### src/hdl/nrm_pkg.sv
// nrm_pkg: shared widths, datapath command codes and control structs
// for the normalized rmse meter; no dependencies
`timescale 1ns / 1ps
`default_nettype none

package nrm_pkg;

    // sample and count sizing
    localparam int SAMPLE_WIDTH = 16;
    localparam int COUNT_LOG2   = 16;
    localparam int COUNT_W      = COUNT_LOG2 + 1;
    localparam int DIFF_W       = SAMPLE_WIDTH + 1;
    localparam int SQ_W         = 2 * DIFF_W;
    localparam int SUM_W        = 50;

    // result path sizing
    localparam int WORK_W       = 64;
    localparam int ROOT_W       = 32;
    localparam int FRAC_SHIFT   = 16;
    localparam int RATIO_SHIFT  = 8;
    localparam int Q2_W         = ROOT_W + RATIO_SHIFT;
    localparam int RATIO_W      = 24;
    localparam int OUT_COUNT_W  = 17;
    localparam int DIV_W        = (COUNT_W > DIFF_W) ? COUNT_W : DIFF_W;
    localparam int SQR_W        = ROOT_W + 2;
    localparam int STEP_W       = 7;

    // step counts of the serial phases
    localparam int DIV_STEPS    = WORK_W;
    localparam int SQRT_STEPS   = WORK_W / 2;
    localparam int DIV2_STEPS   = Q2_W;

    // datapath commands
    typedef enum logic [2:0] {
        OP_NONE,
        OP_DIV_STEP,
        OP_SQRT_STEP,
        OP_DIV2_LOAD,
        OP_OUT_LOAD
    } op_t;

    typedef struct packed {
        logic accept;
        op_t  op;
    } nrm_cmd_t;

    typedef struct packed {
        logic range_zero;
    } nrm_status_t;

endpackage

`default_nettype wire

### src/hdl/nrm_datapath.sv
// nrm_datapath: accumulators, shared serial divider and square root,
// and output registers; depends on nrm_pkg
`timescale 1ns / 1ps
`default_nettype none

module nrm_datapath (
    input  wire logic                                aclk,
    input  wire logic                                aresetn,
    input  wire logic signed [nrm_pkg::SAMPLE_WIDTH-1:0] s_expected_sample,
    input  wire logic signed [nrm_pkg::SAMPLE_WIDTH-1:0] s_actual_sample,
    input  wire logic                                s_last_sample,
    input  wire nrm_pkg::nrm_cmd_t                   cmd,
    output nrm_pkg::nrm_status_t                     status,
    output logic [nrm_pkg::RATIO_W-1:0]              m_error_ratio,
    output logic                                     m_zero_range,
    output logic [nrm_pkg::OUT_COUNT_W-1:0]          m_sample_count
);

    localparam int SW = nrm_pkg::SAMPLE_WIDTH;

    // accumulator state
    logic [nrm_pkg::SUM_W-1:0]   sum_reg;
    logic [nrm_pkg::COUNT_W-1:0] cnt_reg;
    logic signed [SW-1:0]        min_reg;
    logic signed [SW-1:0]        max_reg;

    // serial unit state
    logic [nrm_pkg::WORK_W-1:0]  work_reg;
    logic [nrm_pkg::DIV_W-1:0]   div_rem_reg;
    logic [nrm_pkg::DIV_W-1:0]   divisor_reg;
    logic [nrm_pkg::SQR_W-1:0]   sq_rem_reg;
    logic [nrm_pkg::ROOT_W-1:0]  root_reg;
    logic [nrm_pkg::COUNT_W-1:0] count_snap_reg;
    logic [nrm_pkg::DIFF_W-1:0]  range_snap_reg;
    logic                        zero_snap_reg;

    logic [nrm_pkg::RATIO_W-1:0]     ratio_out_reg;
    logic                            zero_out_reg;
    logic [nrm_pkg::OUT_COUNT_W-1:0] count_out_reg;

    logic signed [nrm_pkg::DIFF_W-1:0] diff;
    logic [nrm_pkg::DIFF_W-1:0]        mag;
    logic [nrm_pkg::SQ_W-1:0]          sq;
    logic                              full;
    logic [nrm_pkg::SUM_W-1:0]         sum_next;
    logic [nrm_pkg::COUNT_W-1:0]       cnt_next;
    logic signed [SW-1:0]              min_next;
    logic signed [SW-1:0]              max_next;
    logic [nrm_pkg::DIFF_W-1:0]        range_next;
    logic [nrm_pkg::DIV_W:0]           div_trial;
    logic                              div_fit;
    logic [nrm_pkg::SQR_W-1:0]         sq_shift;
    logic [nrm_pkg::SQR_W-1:0]         sq_trial;
    logic                              sq_fit;
    logic [nrm_pkg::RATIO_W-1:0]       ratio_sat;

    // squared difference and next accumulator values
    always_comb begin
        diff       = {s_expected_sample[SW-1], s_expected_sample}
                   - {s_actual_sample[SW-1], s_actual_sample};
        mag        = diff[nrm_pkg::DIFF_W-1] ? (-diff) : diff;
        sq         = mag * mag;
        full       = cnt_reg[nrm_pkg::COUNT_LOG2];
        sum_next   = full ? sum_reg : (sum_reg + nrm_pkg::SUM_W'(sq));
        cnt_next   = full ? cnt_reg : (cnt_reg + 1'b1);
        min_next   = (!full && (s_expected_sample < min_reg)) ? s_expected_sample : min_reg;
        max_next   = (!full && (s_expected_sample > max_reg)) ? s_expected_sample : max_reg;
        range_next = {max_next[SW-1], max_next} - {min_next[SW-1], min_next};
        status.range_zero = (range_next == '0);
    end

    // restoring divide step and square root step
    always_comb begin
        div_trial = {div_rem_reg, work_reg[nrm_pkg::WORK_W-1]};
        div_fit   = (div_trial >= {1'b0, divisor_reg});
        sq_shift  = {sq_rem_reg[nrm_pkg::SQR_W-3:0], work_reg[nrm_pkg::WORK_W-1 -: 2]};
        sq_trial  = {root_reg, 2'b01};
        sq_fit    = (sq_shift >= sq_trial);
        ratio_sat = (|work_reg[nrm_pkg::Q2_W-1:nrm_pkg::RATIO_W])
                  ? {nrm_pkg::RATIO_W{1'b1}} : work_reg[nrm_pkg::RATIO_W-1:0];
    end

    // accumulators, cleared after the closing beat
    always_ff @(posedge aclk) begin
        if (!aresetn) begin
            sum_reg <= '0;
            cnt_reg <= '0;
            min_reg <= {1'b0, {(SW-1){1'b1}}};
            max_reg <= {1'b1, {(SW-1){1'b0}}};
        end else if (cmd.accept) begin
            if (s_last_sample) begin
                sum_reg <= '0;
                cnt_reg <= '0;
                min_reg <= {1'b0, {(SW-1){1'b1}}};
                max_reg <= {1'b1, {(SW-1){1'b0}}};
            end else begin
                sum_reg <= sum_next;
                cnt_reg <= cnt_next;
                min_reg <= min_next;
                max_reg <= max_next;
            end
        end
    end

    // serial unit and output registers
    always_ff @(posedge aclk) begin
        if (cmd.accept && s_last_sample) begin
            work_reg       <= {sum_next[nrm_pkg::WORK_W-nrm_pkg::FRAC_SHIFT-1:0],
                               {nrm_pkg::FRAC_SHIFT{1'b0}}};
            div_rem_reg    <= '0;
            sq_rem_reg     <= '0;
            root_reg       <= '0;
            divisor_reg    <= nrm_pkg::DIV_W'(cnt_next);
            count_snap_reg <= cnt_next;
            range_snap_reg <= range_next;
            zero_snap_reg  <= status.range_zero;
        end else begin
            case (cmd.op)
                nrm_pkg::OP_DIV_STEP: begin
                    div_rem_reg <= div_fit ? nrm_pkg::DIV_W'(div_trial - {1'b0, divisor_reg})
                                           : div_trial[nrm_pkg::DIV_W-1:0];
                    work_reg    <= {work_reg[nrm_pkg::WORK_W-2:0], div_fit};
                end
                nrm_pkg::OP_SQRT_STEP: begin
                    sq_rem_reg <= sq_fit ? (sq_shift - sq_trial) : sq_shift;
                    root_reg   <= {root_reg[nrm_pkg::ROOT_W-2:0], sq_fit};
                    work_reg   <= {work_reg[nrm_pkg::WORK_W-3:0], 2'b00};
                end
                nrm_pkg::OP_DIV2_LOAD: begin
                    work_reg    <= {root_reg, {nrm_pkg::RATIO_SHIFT{1'b0}},
                                    {(nrm_pkg::WORK_W-nrm_pkg::Q2_W){1'b0}}};
                    div_rem_reg <= '0;
                    divisor_reg <= nrm_pkg::DIV_W'(range_snap_reg);
                end
                nrm_pkg::OP_OUT_LOAD: begin
                    ratio_out_reg <= zero_snap_reg ? '0 : ratio_sat;
                    zero_out_reg  <= zero_snap_reg;
                    count_out_reg <= nrm_pkg::OUT_COUNT_W'(count_snap_reg);
                end
                default: begin
                end
            endcase
        end
    end

    assign m_error_ratio  = ratio_out_reg;
    assign m_zero_range   = zero_out_reg;
    assign m_sample_count = count_out_reg;

endmodule

`default_nettype wire

### src/hdl/nrm_ctrl.sv
// nrm_ctrl: sequencer for accumulate, divide, root, divide and result beat;
// depends on nrm_pkg
`timescale 1ns / 1ps
`default_nettype none

module nrm_ctrl (
    input  wire logic                 aclk,
    input  wire logic                 aresetn,
    input  wire logic                 s_valid,
    output logic                      s_ready,
    input  wire logic                 s_last_sample,
    output logic                      m_valid,
    input  wire logic                 m_ready,
    input  wire nrm_pkg::nrm_status_t status,
    output nrm_pkg::nrm_cmd_t         cmd
);

    typedef enum logic [2:0] {
        ST_IDLE,
        ST_DIV,
        ST_SQRT,
        ST_D2LOAD,
        ST_DIV2,
        ST_DONE
    } state_t;

    state_t                       state_reg;
    logic [nrm_pkg::STEP_W-1:0]   step_reg;
    logic                         m_valid_reg;
    logic                         accept;
    logic                         out_free;

    // command decode
    always_comb begin
        s_ready    = (state_reg == ST_IDLE);
        accept     = s_valid && s_ready;
        out_free   = !m_valid_reg || m_ready;
        cmd.accept = accept;
        unique case (state_reg)
            ST_DIV:    cmd.op = nrm_pkg::OP_DIV_STEP;
            ST_SQRT:   cmd.op = nrm_pkg::OP_SQRT_STEP;
            ST_D2LOAD: cmd.op = nrm_pkg::OP_DIV2_LOAD;
            ST_DIV2:   cmd.op = nrm_pkg::OP_DIV_STEP;
            ST_DONE:   cmd.op = out_free ? nrm_pkg::OP_OUT_LOAD : nrm_pkg::OP_NONE;
            default:   cmd.op = nrm_pkg::OP_NONE;
        endcase
    end

    // state, step counter and result valid
    always_ff @(posedge aclk) begin
        if (!aresetn) begin
            state_reg   <= ST_IDLE;
            step_reg    <= '0;
            m_valid_reg <= 1'b0;
        end else begin
            if ((state_reg == ST_DONE) && out_free) begin
                m_valid_reg <= 1'b1;
            end else if (m_ready) begin
                m_valid_reg <= 1'b0;
            end
            unique case (state_reg)
                ST_IDLE: begin
                    if (accept && s_last_sample) begin
                        if (status.range_zero) begin
                            state_reg <= ST_DONE;
                        end else begin
                            state_reg <= ST_DIV;
                            step_reg  <= nrm_pkg::STEP_W'(nrm_pkg::DIV_STEPS - 1);
                        end
                    end
                end
                ST_DIV: begin
                    step_reg <= step_reg - 1'b1;
                    if (step_reg == '0) begin
                        state_reg <= ST_SQRT;
                        step_reg  <= nrm_pkg::STEP_W'(nrm_pkg::SQRT_STEPS - 1);
                    end
                end
                ST_SQRT: begin
                    step_reg <= step_reg - 1'b1;
                    if (step_reg == '0) begin
                        state_reg <= ST_D2LOAD;
                    end
                end
                ST_D2LOAD: begin
                    state_reg <= ST_DIV2;
                    step_reg  <= nrm_pkg::STEP_W'(nrm_pkg::DIV2_STEPS - 1);
                end
                ST_DIV2: begin
                    step_reg <= step_reg - 1'b1;
                    if (step_reg == '0) begin
                        state_reg <= ST_DONE;
                    end
                end
                ST_DONE: begin
                    if (out_free) begin
                        state_reg <= ST_IDLE;
                    end
                end
                default: begin
                    state_reg <= ST_IDLE;
                end
            endcase
        end
    end

    assign m_valid = m_valid_reg;

`ifndef NO_ASSERTIONS
    // a pending result is never overwritten
    assert property (@(posedge aclk) disable iff (!aresetn)
        (cmd.op == nrm_pkg::OP_OUT_LOAD) |-> (!m_valid_reg || m_ready))
        else $error("result loaded while previous beat still pending");

    // a closing beat with a nonzero range starts the divide
    assert property (@(posedge aclk) disable iff (!aresetn)
        (accept && s_last_sample && !status.range_zero) |=> (state_reg == ST_DIV))
        else $error("closing beat did not start the divide");

    // root phase never runs past its step count
    assert property (@(posedge aclk) disable iff (!aresetn)
        (state_reg == ST_SQRT) |-> (step_reg < nrm_pkg::STEP_W'(nrm_pkg::SQRT_STEPS)))
        else $error("root step counter out of range");

    // no input is taken while a set is being finished
    assert property (@(posedge aclk) disable iff (!aresetn)
        (accept && s_last_sample) |=> !s_ready)
        else $error("input accepted during result computation");
`endif

endmodule

`default_nettype wire

### src/hdl/normalized_rmse_meter.sv
// normalized_rmse_meter: rmse over expected range, unsigned Q8.16 result
// a closing beat whose range is zero skips the serial unit and goes straight to the result beat
// throughput: one sample beat per cycle inside a set; the closing beat holds the input
// for the 64-step divide, 32-step root and 40-step divide of the shared serial unit
// reset: synchronous active-low aresetn clears accumulators, sequencer and result valid
// depends on nrm_pkg, nrm_ctrl, nrm_datapath
`timescale 1ns / 1ps
`default_nettype none

module normalized_rmse_meter (
    input  wire logic                                    aclk,
    input  wire logic                                    aresetn,
    input  wire logic                                    s_valid,
    output logic                                         s_ready,
    input  wire logic signed [nrm_pkg::SAMPLE_WIDTH-1:0] s_expected_sample,
    input  wire logic signed [nrm_pkg::SAMPLE_WIDTH-1:0] s_actual_sample,
    input  wire logic                                    s_last_sample,
    output logic                                         m_valid,
    input  wire logic                                    m_ready,
    output logic [nrm_pkg::RATIO_W-1:0]                  m_error_ratio,
    output logic                                         m_zero_range,
    output logic [nrm_pkg::OUT_COUNT_W-1:0]              m_sample_count
);

    nrm_pkg::nrm_cmd_t    cmd;
    nrm_pkg::nrm_status_t status;

    // sequencer
    nrm_ctrl u_ctrl (
        .aclk          (aclk),
        .aresetn       (aresetn),
        .s_valid       (s_valid),
        .s_ready       (s_ready),
        .s_last_sample (s_last_sample),
        .m_valid       (m_valid),
        .m_ready       (m_ready),
        .status        (status),
        .cmd           (cmd)
    );

    // accumulators and serial arithmetic
    nrm_datapath u_datapath (
        .aclk              (aclk),
        .aresetn           (aresetn),
        .s_expected_sample (s_expected_sample),
        .s_actual_sample   (s_actual_sample),
        .s_last_sample     (s_last_sample),
        .cmd               (cmd),
        .status            (status),
        .m_error_ratio     (m_error_ratio),
        .m_zero_range      (m_zero_range),
        .m_sample_count    (m_sample_count)
    );

endmodule

`default_nettype wire
### config.mk
export PLATFORM = sky130hd
export DESIGN_NAME = normalized_rmse_meter
export DESIGN_NICKNAME = d
export VERILOG_FILES = /design/src/hdl/nrm_pkg.sv /design/src/hdl/nrm_datapath.sv /design/src/hdl/nrm_ctrl.sv /design/src/hdl/normalized_rmse_meter.sv
export SDC_FILE = /design/constraint.sdc
export NUM_CORES = 2
export LEC_CHECK = 0
export CAP_MARGIN = 20
export CORE_UTILIZATION = 55
export CTS_BUF_LIST = sky130_fd_sc_hd__clkbuf_4 sky130_fd_sc_hd__clkbuf_8
export DETAILED_ROUTE_END_ITERATION = 16
export DONT_BUFFER_PORTS = 1
export GPL_ROUTABILITY_DRIVEN = 0
export PLACE_DENSITY = 0.72
export SLEW_MARGIN = 20
export SYNTH_ARGS = -nofsm -noshare
export SYNTH_HDL_FRONTEND = slang
export SYNTH_SLANG_ARGS = --single-unit
### constraint.sdc
create_clock -name aclk -period 23.7 [get_ports aclk]
set_input_delay 4.74 -clock aclk [delete_from_list [all_inputs] [get_ports aclk]]
set_output_delay 4.74 -clock aclk [all_outputs]
set_load 0.03 [all_outputs]
After elaboration in Yosys (flattened, before gate mapping)
Index checks and enable logic that the tools add are counted.
Word-level totals
  bits in registers: 349
  input port bits: 37
Cells by class
  bitwise logic cells: 1
  equality and inequality tests: 16
  reduce and logical (&&, ||, !) cells: 24
  multiply operators: 1
  $add $sub $neg: 8
  $lt $le $gt $ge: 4
  mux-type cells: 32
Operators by type and width (number)
  64-bit one-hot mux with 3 select lines: 1
  17-bit two-way mux: 6
  50-bit two-way mux: 2
  16-bit two-way mux: 4
  64-bit two-way mux: 1
  50-bit by 34-bit adder with 50-bit output: 1
  34-bit >= comparator: 1
  17-bit by 17-bit multiplier with 34-bit output: 1
  17-bit one-hot mux with 2 select lines: 1
  16-bit by 16-bit subtractor with 17-bit output: 2
  32-bit two-way mux: 1
  32-bit subtractor: 1
  7-bit one-hot mux with 4 select lines: 1
  24-bit two-way mux: 1
  3-bit two-way mux: 7
  7-bit two-way mux: 3
  18-bit by 17-bit >= comparator with 1-bit output: 1
  3-bit one-hot mux with 6 select lines: 1
  17-bit by 1-bit adder with 17-bit output (second input constant): 1
  17-bit zero test: 1
  17-bit negation: 1
  17-bit subtractor: 1
  16-bit greater-than comparator: 1
  16-bit < comparator: 1
  22 further kinds: 44

Longest topological paths before layout
  word-level depth: 8
  mapped depth: 39
  depth with buffers taken out: 36

Cells and area by module
A second synthesis with hierarchy kept.
Second synthesis, totals
  cell total of the unflattened synthesis: 3561
  area total of the unflattened synthesis: 30733.2 sq um
Modules (own cells, without submodules)
  nrm_datapath: times used 1, seq. area each 8147.8 sq um, cells each 3456, area an instance 29911.2 sq um
  nrm_ctrl: times used 1, seq. area each 220.2 sq um, cells each 105, area an instance 822.0 sq um

Worst setup path before layout
OpenSTA, ideal clock, no wires.
  kind: input-to-reg
  start point: input s_expected_sample[0] in the netlist's numbering
  end point: register u_datapath.sum_reg[45] in the netlist's numbering
  data arrival time: 13.209 ns
  buffers on the path: 4
  data required time: 23.630 ns
  library setup time: 0.070 ns
  stages on the path: 39
  path slack: 10.421 ns
  cell sequence: inv_1 ha_1 fa_1 nand2b_1 a21oi_1 o21ai_2 a21oi_2 o311ai_4 a31oi_1 buf_2 nor2_1 xor2_1 buf_2 inv_1 nand2_1 inv_1 fa_1 inv_1 (+3 left out) fa_1 fa_1 inv_1 fa_1 inv_1 ha_1 clkbuf_2 nand2_1 o211a_1 o31a_1 o221ai_2 o21ai_2 o311ai_4 and2b_1 buf_4 nand3_2 or3_1 a21boi_1
On the way
  word-level cells in the longest chain between the ends: 7
Ends and longest elaborated chain
  start, declared: RTL line normalized_rmse_meter.sv:15  | input wire logic signed [nrm_pkg::SAMPLE_WIDTH-1:0] s_expected_sample,
  16-bit by 16-bit subtractor with 17-bit output *: RTL line nrm_datapath.sv:60  | - {s_actual_sample[SW-1], s_actual_sample};
  17-bit negation: RTL line nrm_datapath.sv:61  | mag = diff[nrm_pkg::DIFF_W-1] ? (-diff) : diff;
  17-bit two-way mux *: RTL line nrm_datapath.sv:61
  17-bit by 17-bit multiplier with 34-bit output *: RTL line nrm_datapath.sv:62  | sq = mag * mag;
  50-bit by 34-bit adder with 50-bit output *: RTL line nrm_datapath.sv:64  | sum_next = full ? sum_reg : (sum_reg + nrm_pkg::SUM_W'(sq));
  50-bit two-way mux *: RTL line nrm_datapath.sv:64
  50-bit two-way mux *: RTL line nrm_datapath.sv:91  | if (s_last_sample) begin
  end signal, assigned: RTL line nrm_datapath.sv:97  | sum_reg <= sum_next;
  end, declared: RTL line nrm_datapath.sv:22  | logic [nrm_pkg::SUM_W-1:0] sum_reg;
Mark *: on every way between the ends. The rest lies on a longest branch, timed or not. The select of a mux whose other input is x is not followed.
A chain may end at the register's enable or synchronous reset.

Worst setup path after layout
  start point: input s_expected_sample[0] in the netlist's numbering
  end point: register u_datapath.work_reg[63] in the netlist's numbering (data pin)
On the way
  word-level cells in the longest chain between the ends: 7
Ends and longest elaborated chain
  16-bit by 16-bit subtractor with 17-bit output *: RTL line nrm_datapath.sv:60
  17-bit negation: RTL line nrm_datapath.sv:61
  17-bit two-way mux *: RTL line nrm_datapath.sv:61
  17-bit by 17-bit multiplier with 34-bit output *: RTL line nrm_datapath.sv:62
  50-bit by 34-bit adder with 50-bit output *: RTL line nrm_datapath.sv:64
  50-bit two-way mux *: RTL line nrm_datapath.sv:64
  64-bit two-way mux *: RTL line nrm_datapath.sv:107  | if (cmd.accept && s_last_sample) begin
  end signal, assigned: RTL line nrm_datapath.sv:108  | work_reg <= {sum_next[nrm_pkg::WORK_W-nrm_pkg::FRAC_SHIFT-1:0],
  end signal, assigned: RTL line nrm_datapath.sv:122  | work_reg <= {work_reg[nrm_pkg::WORK_W-2:0], div_fit};
  end signal, assigned: RTL line nrm_datapath.sv:127  | work_reg <= {work_reg[nrm_pkg::WORK_W-3:0], 2'b00};
  end, declared: RTL line nrm_datapath.sv:28  | logic [nrm_pkg::WORK_W-1:0] work_reg;
Marked as above.

==> run metrics <==
status completed; cell taking the most area after synthesis fa_1; Top Ports 81; Seq/Total Area, Yosys between 20 and 30%; Critical Path Max Stage Delay 620 ps; Hold Violations, Final 0; clock latency on the worst-skew pair between 600 and 700 ps; Yosys top cell area share 15.04%; Post-CTS Repair Setup Buffers 0; FF+latch count, synth 347; # rows 85; cell area after layout 32080 um^2; Cells after Synth 3490; min-delay worst type register to register; core footprint roughly 54000 um^2; hpwl dp 57.47 mm; max_cap viols 0; CTS clk-pin slew, worst paths 60 ps; Largest register FFs 64; asr flop ratio synth 0%; root buffer cell clkbuf_8; unrepaired setup endpoints after global routing no; CTS sink count 347; most frequent cell after synthesis inv_1; GR Util All Layers 26.84%; Pre-antenna DRT Iters 6; Final ANT Viol Nets 0; final count of pins violating max slew 0; vias 24500; # DRC 0; Syn Std Cell Area 30210 um^2; Initial Utilization between 50% and 60%; relative slew slack 27.24%; Worst Path Max Fanout 14; Post-CTS Resized 0; antenna violations before repair 0; first-pass GRT wire length 123.0 mm; hold bufs inserted after CTS 0; final WL 74.94 mm; most used flip-flop cell after synthesis dfxtp_1; post-route setup slack 9934 ps; Post-Place Worst Slack 9043 ps; Port Buf Inserts 0; Max Buffers Root-to-Sink 3; Max H-tree Level 2; CP Class input pin to register; Hold Path Stages 0; most used cell, CP fa_1; CTS tree done; DRT iter0 DRCs 1929; Yosys Warn Count 0; largest net degree at the start of global routing 86; vias in the first global route 24210; Area Overhead vs Synth 6.183%; CP max stage cell xor2_1; DR WL/cell 17.94 um; Die ar. about 56000 um^2; Slew @ Worst Pin approximately 1100 ps; Critical Path RT 24090 ps; syn_area_per_cell 8.657 um^2; Worst setup EP type register; vias per inst just under 6; placed cell areas 30770 um^2; ant diodes 0; period utilisation layout 58.08%; Layout Skew 35.24 ps; fin util 59.38%; Die H 236.4 um; total grt overflow 0; Die W 236.4 um; min cycle time layout 13770 ps; Netlist cell types 105; Setup Viol. Count Final 0; Area contributors post-synth fa_1 15%, edfxtp_1 14%, dfxtp_1 14%, ha_1 9.6%, inv_1 6.2%; Fmax achieved 72.64 MHz; Reg2Reg Depth 18; startpoint types input pin; share of cells above drive strength 1 5.805%; TritonCTS buffer count 58; EDFF count, synth 142; top post-synthesis cells by count 500 x inv_1, 423 x nand2_1, 256 x nor2_1, 231 x ha_1, 227 x fa_1; WP data arrival 14150 ps; Post-Route Setup TNS 0 ps; final net count 3928
## worst paths after layout
| path | from | endpoint | slack [ps] |
|---|---|---|---|
| worst max-delay path | s_expected_sample[0] | u_datapath.work_reg[63] | 9930 |
| worst min-delay path | u_datapath.count_snap_reg[1] | u_datapath.m_sample_count[1] | 410 |
| worst max register to register | u_datapath.sum_reg[11] | u_datapath.work_reg[62] | 17560 |
| worst min register to register | u_datapath.count_snap_reg[1] | u_datapath.m_sample_count[1] | 410 |
## logic make-up (layout without fill, tap and decap cells)
logic type,after synthesis,after routing,synth area share [%]
AND/OR/NAND/NOR,970,970,14.50
AO/OA/AOI/OAI,829,829,17.95
buffers and inverters,665,645,8.369
adder cells (fa/ha/maj),458,458,24.61
flip-flops,347,347,27.70
XOR/XNOR,135,135,4.062
multiplexers,84,84,2.795
other,2,12,0.02486
## layer usage
metal | global-route usage [%] | wire length, um | part of all wire, % | vias up
met3 | 3.651 | 4966 | 6.6 | 142
li1 | - | - | - | 11720
met1 | 36.35 | 33350 | 44 | 11790
met4 | 9.248 | 2247 | 3.0 | 0
met2 | 44.06 | 34380 | 46 | 846
met5 | 0 | 0 | 0 | -
## worst max-delay path: cells and delay by family
family	cells	cell delay, ps
simple gates	4	940
compound gates	13	3050
fa+ha+maj	9	4030
xor+xnor	2	770
buf+inv	5	610
## layout make-up
| class | instances | area (um^2) |
|---|---|---|
| fill | 4715 | 21940 |
| multi-input combinational | 2488 | 19420 |
| sequential | 347 | 8371 |
| inverter | 509 | 1913 |
| clock buffer | 79 | 987.2 |
| tap | 696 | 870.8 |
| clock inverter | 28 | 280.3 |
| timing repair buffer | 29 | 241.5 |
## stage by stage
stage,instances,hold WS (ps)
finish,4176,412.4
detailed placement,4067,404.5
CTS,4174,415.4
global placement,4067,405.2
floorplan,3500,400.3
global route,4176,419.3
## layout by cell type, fill, tap and decap left out, types with 9 or more instances in the layout
cell type	n
inv_1	500
nand2_1	420
nor2_1	253
ha_1	231
fa_1	227
a21oi_1	219
o21ai_0	205
dfxtp_1	203
edfxtp_1	142
mux2i_1	81
xnor2_1	73
clkbuf_8	63
nor2b_1	61
a21o_1	58
xor2_1	56
o211ai_1	48
nand3_1	37
a22oi_1	32
nor3_1	30
a211oi_1	30
o21a_1	27
buf_4	27
and3_1	26
a31oi_1	26
nand4_1	24
nand2b_1	22
a22o_1	21
or3_1	17
clkbuf_4	16
o31ai_1	15
and2_1	14
a32oi_1	14
a222oi_1	13
conb_1	12
nor4_1	11
or2_2	10
o21bai_1	9
a21boi_0	9
clkinv_2	9
Power is not shown: default switching activity piles up to over one toggle a cycle in this logic, so the estimate is an artifact.
